### config.mk
export PLATFORM = sky130hd
export DESIGN_NAME = ruf_ctrl
export DESIGN_NICKNAME = d
export VERILOG_FILES = /design/src/ruf_pkg.sv /design/src/ruf_ctrl.sv
export SDC_FILE = /design/constraint.sdc
export NUM_CORES = 1
export LEC_CHECK = 0
export BUFFER_PORTS_ARGS = -buffer_cell sky130_fd_sc_hd__clkbuf_2
export CAP_MARGIN = 20
export CORE_UTILIZATION = 45
export DETAILED_ROUTE_END_ITERATION = 7
export GPL_TIMING_DRIVEN = 0
export PLACE_DENSITY = 0.78
export SLEW_MARGIN = 10
export SYNTH_ARGS = -nofsm -noshare
export SYNTH_HDL_FRONTEND = slang
export SYNTH_SLANG_ARGS = --single-unit
### constraint.sdc
create_clock -name clk -period 2 [get_ports clk]
set_input_delay 0.3 -clock clk [delete_from_list [all_inputs] [get_ports clk]]
set_output_delay 0.3 -clock clk [all_outputs]
set_load 0.1 [all_outputs]
### src/ruf_pkg.sv
// Package for the rollback union-find block.
// Holds the request and result types, mode and undo-entry codes, and the
// command and status structs between the controller and the datapath.
package ruf_pkg;

  localparam int NODES_DEF = 64;
  localparam int STACK_DEPTH_DEF = 256;

  localparam int MODE_W = 2;
  localparam int NODE_IN_W = 6;
  localparam int ROOT_W = 6;
  localparam int COUNT_W = 7;
  localparam int KIND_W = 2;

  localparam logic [MODE_W-1:0] MODE_UNITE = 2'd0;
  localparam logic [MODE_W-1:0] MODE_QUERY = 2'd1;
  localparam logic [MODE_W-1:0] MODE_SNAP = 2'd2;
  localparam logic [MODE_W-1:0] MODE_ROLL = 2'd3;

  localparam logic [KIND_W-1:0] KIND_MERGE = 2'd0;
  localparam logic [KIND_W-1:0] KIND_NOOP = 2'd1;
  localparam logic [KIND_W-1:0] KIND_MARK = 2'd2;

  // Parent memory read address selects.
  localparam logic [1:0] PRD_NA = 2'd0;
  localparam logic [1:0] PRD_NB = 2'd1;
  localparam logic [1:0] PRD_WALK = 2'd2;
  localparam logic [1:0] PRD_STK = 2'd3;

  // Size memory read address selects.
  localparam logic SRD_A = 1'b0;
  localparam logic SRD_B = 1'b1;

  typedef struct packed {
    logic [MODE_W-1:0] mode;
    logic [NODE_IN_W-1:0] node_a;
    logic [NODE_IN_W-1:0] node_b;
  } req_t;

  typedef struct packed {
    logic answer_flag;
    logic [ROOT_W-1:0] root_found;
    logic [COUNT_W-1:0] component_total;
    logic status;
  } rsp_t;

  typedef struct packed {
    logic idle;
    logic load;
    logic res_clear;
    logic par_re;
    logic [1:0] par_rsel;
    logic root_a_we;
    logic root_b_we;
    logic sz_re;
    logic sz_rsel;
    logic size_a_we;
    logic push;
    logic [KIND_W-1:0] push_kind;
    logic merge;
    logic pop;
    logic undo;
    logic res_query;
    logic res_unite;
    logic res_full;
    logic clr;
    logic out_load;
  } ctrl_cmd_t;

  typedef struct packed {
    logic [MODE_W-1:0] mode;
    logic par_hit;
    logic roots_eq;
    logic sp_full;
    logic sp_empty;
    logic [KIND_W-1:0] stk_kind;
    logic clr_last;
    logic out_free;
  } ctrl_stat_t;

endpackage

### src/ruf_ctrl.sv
// Controller state machine of the rollback union-find block.
// Depends on ruf_pkg; sequences ruf_datapath through ctrl_cmd_t and ctrl_stat_t.
module ruf_ctrl
  import ruf_pkg::*;
(
  input  logic       clk,
  input  logic       rst,
  input  logic       req_valid,
  input  ctrl_stat_t stat,
  output ctrl_cmd_t  cmd
);

  localparam logic [3:0] ST_CLEAR = 4'd0;
  localparam logic [3:0] ST_IDLE = 4'd1;
  localparam logic [3:0] ST_START = 4'd2;
  localparam logic [3:0] ST_FIND_A = 4'd3;
  localparam logic [3:0] ST_FIND_B = 4'd4;
  localparam logic [3:0] ST_SZ_A = 4'd5;
  localparam logic [3:0] ST_SZ_B = 4'd6;
  localparam logic [3:0] ST_POP = 4'd7;
  localparam logic [3:0] ST_UNDO = 4'd8;
  localparam logic [3:0] ST_DONE = 4'd9;

  logic [3:0] state;
  logic [3:0] state_next;

  always_comb begin
    cmd = '0;
    state_next = state;
    unique case (state)
      ST_CLEAR: begin
        cmd.clr = 1'b1;
        if (stat.clr_last) begin
          state_next = ST_IDLE;
        end
      end
      ST_IDLE: begin
        cmd.idle = 1'b1;
        if (req_valid) begin
          cmd.load = 1'b1;
          state_next = ST_START;
        end
      end
      ST_START: begin
        cmd.res_clear = 1'b1;
        unique case (stat.mode)
          MODE_UNITE, MODE_QUERY: begin
            cmd.par_re = 1'b1;
            cmd.par_rsel = PRD_NA;
            state_next = ST_FIND_A;
          end
          MODE_SNAP: begin
            if (stat.sp_full) begin
              cmd.res_full = 1'b1;
            end else begin
              cmd.push = 1'b1;
              cmd.push_kind = KIND_MARK;
            end
            state_next = ST_DONE;
          end
          MODE_ROLL: begin
            if (stat.sp_empty) begin
              state_next = ST_DONE;
            end else begin
              cmd.pop = 1'b1;
              state_next = ST_POP;
            end
          end
          default: state_next = ST_DONE;
        endcase
      end
      ST_FIND_A: begin
        cmd.par_re = 1'b1;
        if (stat.par_hit) begin
          cmd.root_a_we = 1'b1;
          cmd.par_rsel = PRD_NB;
          state_next = ST_FIND_B;
        end else begin
          cmd.par_rsel = PRD_WALK;
        end
      end
      ST_FIND_B: begin
        if (stat.par_hit) begin
          cmd.root_b_we = 1'b1;
          if (stat.mode == MODE_QUERY) begin
            cmd.res_query = 1'b1;
            state_next = ST_DONE;
          end else begin
            cmd.res_unite = 1'b1;
            priority if (stat.sp_full) begin
              cmd.res_full = 1'b1;
              state_next = ST_DONE;
            end else if (stat.roots_eq) begin
              cmd.push = 1'b1;
              cmd.push_kind = KIND_NOOP;
              state_next = ST_DONE;
            end else begin
              cmd.sz_re = 1'b1;
              cmd.sz_rsel = SRD_A;
              state_next = ST_SZ_A;
            end
          end
        end else begin
          cmd.par_re = 1'b1;
          cmd.par_rsel = PRD_WALK;
        end
      end
      ST_SZ_A: begin
        cmd.size_a_we = 1'b1;
        cmd.sz_re = 1'b1;
        cmd.sz_rsel = SRD_B;
        state_next = ST_SZ_B;
      end
      ST_SZ_B: begin
        cmd.merge = 1'b1;
        state_next = ST_DONE;
      end
      ST_POP: begin
        priority if (stat.stk_kind == KIND_MARK) begin
          state_next = ST_DONE;
        end else if (stat.stk_kind == KIND_NOOP) begin
          if (stat.sp_empty) begin
            state_next = ST_DONE;
          end else begin
            cmd.pop = 1'b1;
          end
        end else begin
          cmd.par_re = 1'b1;
          cmd.par_rsel = PRD_STK;
          state_next = ST_UNDO;
        end
      end
      ST_UNDO: begin
        cmd.undo = 1'b1;
        if (stat.sp_empty) begin
          state_next = ST_DONE;
        end else begin
          cmd.pop = 1'b1;
          state_next = ST_POP;
        end
      end
      ST_DONE: begin
        if (stat.out_free) begin
          cmd.out_load = 1'b1;
          state_next = ST_IDLE;
        end
      end
      default: state_next = ST_IDLE;
    endcase
  end

  always_ff @(posedge clk) begin
    if (rst) begin
      state <= ST_CLEAR;
    end else begin
      state <= state_next;
    end
  end

endmodule

==> impl_metrics.py <==
metrics = {
    "floorplanning": {
        "chipWidth_um": 41.9,
        "row_count": 14,
        "start_util": 0.482,
        "core_um2": 1490,
        "ios": 35,
        "dieHeight_um": 41.9,
        "dieArea_um2": 1760,
    },
    "finish": {
        "largestRegisters": "state: 4 flops",
        "area_growth_pct": 79.9,
        "drive_gt1_frac": 0.561,
        "n_antenna_cell": 0,
        "layout.nets": 164,
        "fillers": 88,
        "final_area_um2": 1290,
        "seqCellArea_um2": 88.8,
        "multi_input_area_um2": 703,
        "top_register": "state",
        "largest_register_ffs": 4,
    },
    "critical_path": {
        "worst_r2r_path_depth": 7,
        "start_kind": "flop",
        "slowest_stage": "dfxtp_4",
        "crit_path_max_fanout": 5,
        "critical_path_depth": 6,
        "path_class": "flop to primary output",
        "critPathBufInv": 2,
        "worstPathArrival_ps": 1800,
        "slowest_delay_ps": 380,
        "critical_path.cell_chain": "buf_6 > and2b_2 > a31oi_4 > or3_4 > a21oi_4 > clkbuf_16",
        "cp.required_ps": 1700,
        "reg2reg_slack_ps": 310,
        "crit_path_end_kind": "primary output",
        "crit_family": "simple AND/OR/NAND/NOR gates",
    },
    "sta": {
        "rsz0062_at_grt": "yes",
        "fin_ws_ps": -96.8,
        "layout_min_cycle_time_ps": 2100,
        "final-setup-viol-count": 2,
        "worst_pin_slew_ps": 541,
        "finalHoldViolCount": 0,
        "fin_setup_tns_ps": -98.6,
        "fmax_ghz": 0.477,
        "fin_crit_sh": 1.05,
        "slew_headroom": 0.641,
        "slew_violations": 0,
        "fin_skew_ps": 13.0,
    },
    "grt": {
        "grt_pass1_wl_mm": 3.87,
        "grt_pass1_vias": 907,
        "grt_use_total": 0.283,
        "grt_max_degree": 11,
        "grt_overflow": 0,
        "antenna_found_initial": 0,
    },
    "synthesis": {
        "synth_cell_type_count": 43,
        "synthTopCellsByArea": "dfxtp_1, nor2_1, buf_6, a21oi_1, mux2i_1",
        "yosysTopAreaCell": "dfxtp_1",
        "synth_common_cells": "nor2_1, inv_1, nand2_1",
        "netlist_instances": 104,
        "ys_warn_count": 0,
        "ys_seq_elements": 4,
        "yosysTopAreaCellShare": 0.112,
        "synth_nets": 119,
        "ys.flop_type": "dfxtp_1",
        "synth.most_common_cell": "nor2_1",
        "ys_async_sr_fraction": 0,
        "ys_seq_area_frac": 0.112,
        "syn_avg_cell_area_um2": 6.89,
        "synth_edf_count": 0,
        "netlist_area_um2": 717,
    },
    "clocking": {
        "cts_buffers": 3,
        "cts_tree": "built",
        "cts.sinks": 4,
        "cts-htree-levels": 1,
        "clk_pin_slew_ps": 40,
        "max-clock-path-buffers": 2,
        "cts_root_buf": "clkbuf_4",
        "clk_latency_ps": 240,
        "hold_buffers": 0,
    },
    "routing": {
        "drc": 0,
        "dr_wl_met3_um": 189,
        "wl_per_cell_um": 15.9,
        "avgViaCountPerCell": 5.99,
        "drt-initial-drc-count": 41,
        "wl_met1_um": 947,
        "first_pass_iters": 4,
        "wl_mm": 2.61,
        "vias": 982,
        "route.met2.wl_mm": 1.45,
        "topRoutingLayerUsed": "met4",
        "antenna_left": 0,
    },
    "place": {
        "numPortBuffers": 33,
        "routabilityCongestion": 0.871,
        "place_hpwl_mm": 1.67,
        "pre_cts_ws_ps": -60.4,
        "dpl_cell_area_um2": 1040,
    },
    "min_path": {
        "hold_depth": 2,
        "min_path_type": "primary input to flop",
    },
    "pwr": {
        "power.leakage_nw": 0.588,
        "fin_total_pwr_mw": 0.682,
        "peakVddDrop_v": 0.000576,
        "power.density_nw_per_um2": 529,
    },
    "status": {
        "status": "complete, but fails checks",
        "violations": "negative setup slack",
    },
    "flow_run": {
        "cap_violations": 0,
    },
}
-- area by class of cell --
cell class,count,area share
inverter,8,0.0262
tap,16,0.0155
timing repair buffer,40,0.260
buffer,8,0.0640
sequential,4,0.0689
clock buffer,4,0.0204
multi-input combinational,84,0.545
-- layer usage --
| metal | vias to the layer above | GRT usage |
|---|---|---|
| li1 | 464 | - |
| met1 | 464 | 0.316 |
| met2 | 52 | 0.525 |
| met3 | 2 | 0.0435 |
| met4 | 0 | 0.116 |
| met5 | - | 0 |
-- what timing repair did --
| action | in CTS | in global routing |
|---|---|---|
| buffers inserted | 5 | 2 |
| setup endpoints to repair | 18 | 14 |
| pin swaps | 1 | 3 |
| gates resized for setup | 34 | 12 |
| hold endpoints to repair | 0 | 0 |
-- kinds of logic (layout without fill, tap and decap cells) --
kind of cell,count (synthesis),after routing,share of synthesized area
fa+ha+maj,2,2,0.0349
simple gates,51,51,0.415
mux,3,3,0.0419
compound gates,27,27,0.255
buf+inv,16,60,0.129
xor+xnor,1,1,0.0122
flops,4,4,0.112
-- final timing paths --
kind,from,endpoint
min,rst,state[1]$_SDFFE_PP0P_
max reg2reg,state[2]$_SDFFE_PP0P_,state[0]$_SDFFE_PP0P_
max,state[1]$_SDFFE_PP0P_,cmd[6]
min reg2reg,state[1]$_SDFFE_PP0P_,state[1]$_SDFFE_PP0P_
-- power by group --
group | internal [mW] | switching, mW
combinational | 0.147 | 0.319
clock | 0.0750 | 0.0363
sequential | 0.0900 | 0.0155
total | 0.312 | 0.371
-- metrics by stage --
step | hold WS [ps] | std cells | util
6_report | 273 | 164 | 0.866
5_1_grt | 293 | 164 | 0.866
4_1_cts | 263 | 162 | 0.833
3_5_place_dp | 524 | 153 | 0.698
3_3_place_gp | 526 | 153 | 0.698
2_1_floorplan | 363 | 104 | -
-- worst register-to-register path, delay by kind of cell (launching register included) --
kind                   cells  cell delay [ps]
AO/OA/AOI/OAI              4              820
AND/OR/NAND/NOR            1              160
buffers and inverters      2              260
flip-flops                 1              320
-- placed cells by master (no fill, tap or decap), drive strengths merged --
| cell | n |
|---|---|
| a211oi | 2 |
| a21o | 1 |
| a21oi | 6 |
| a22oi | 1 |
| a31o | 1 |
| a31oi | 2 |
| a32o | 1 |
| a32oi | 1 |
| and2 | 3 |
| and2b | 2 |
| and3 | 3 |
| and4b | 1 |
| buf | 16 |
| clkbuf | 36 |
| clkinvlp | 1 |
| dfxtp | 4 |
| ha | 2 |
| inv | 7 |
| mux2i | 3 |
| nand2 | 7 |
| nand2b | 4 |
| nand3 | 1 |
| nand3b | 2 |
| nor2 | 10 |
| nor2b | 4 |
| nor3 | 8 |
| nor3b | 1 |
| nor4b | 1 |
| o211ai | 1 |
| o21a | 1 |
| o21ai | 5 |
| o22ai | 2 |
| o31a | 1 |
| o31ai | 1 |
| o41ai | 1 |
| or2 | 1 |
| or3 | 3 |
| xor2 | 1 |
No activity file was read; power rests on OpenSTA's default activity.
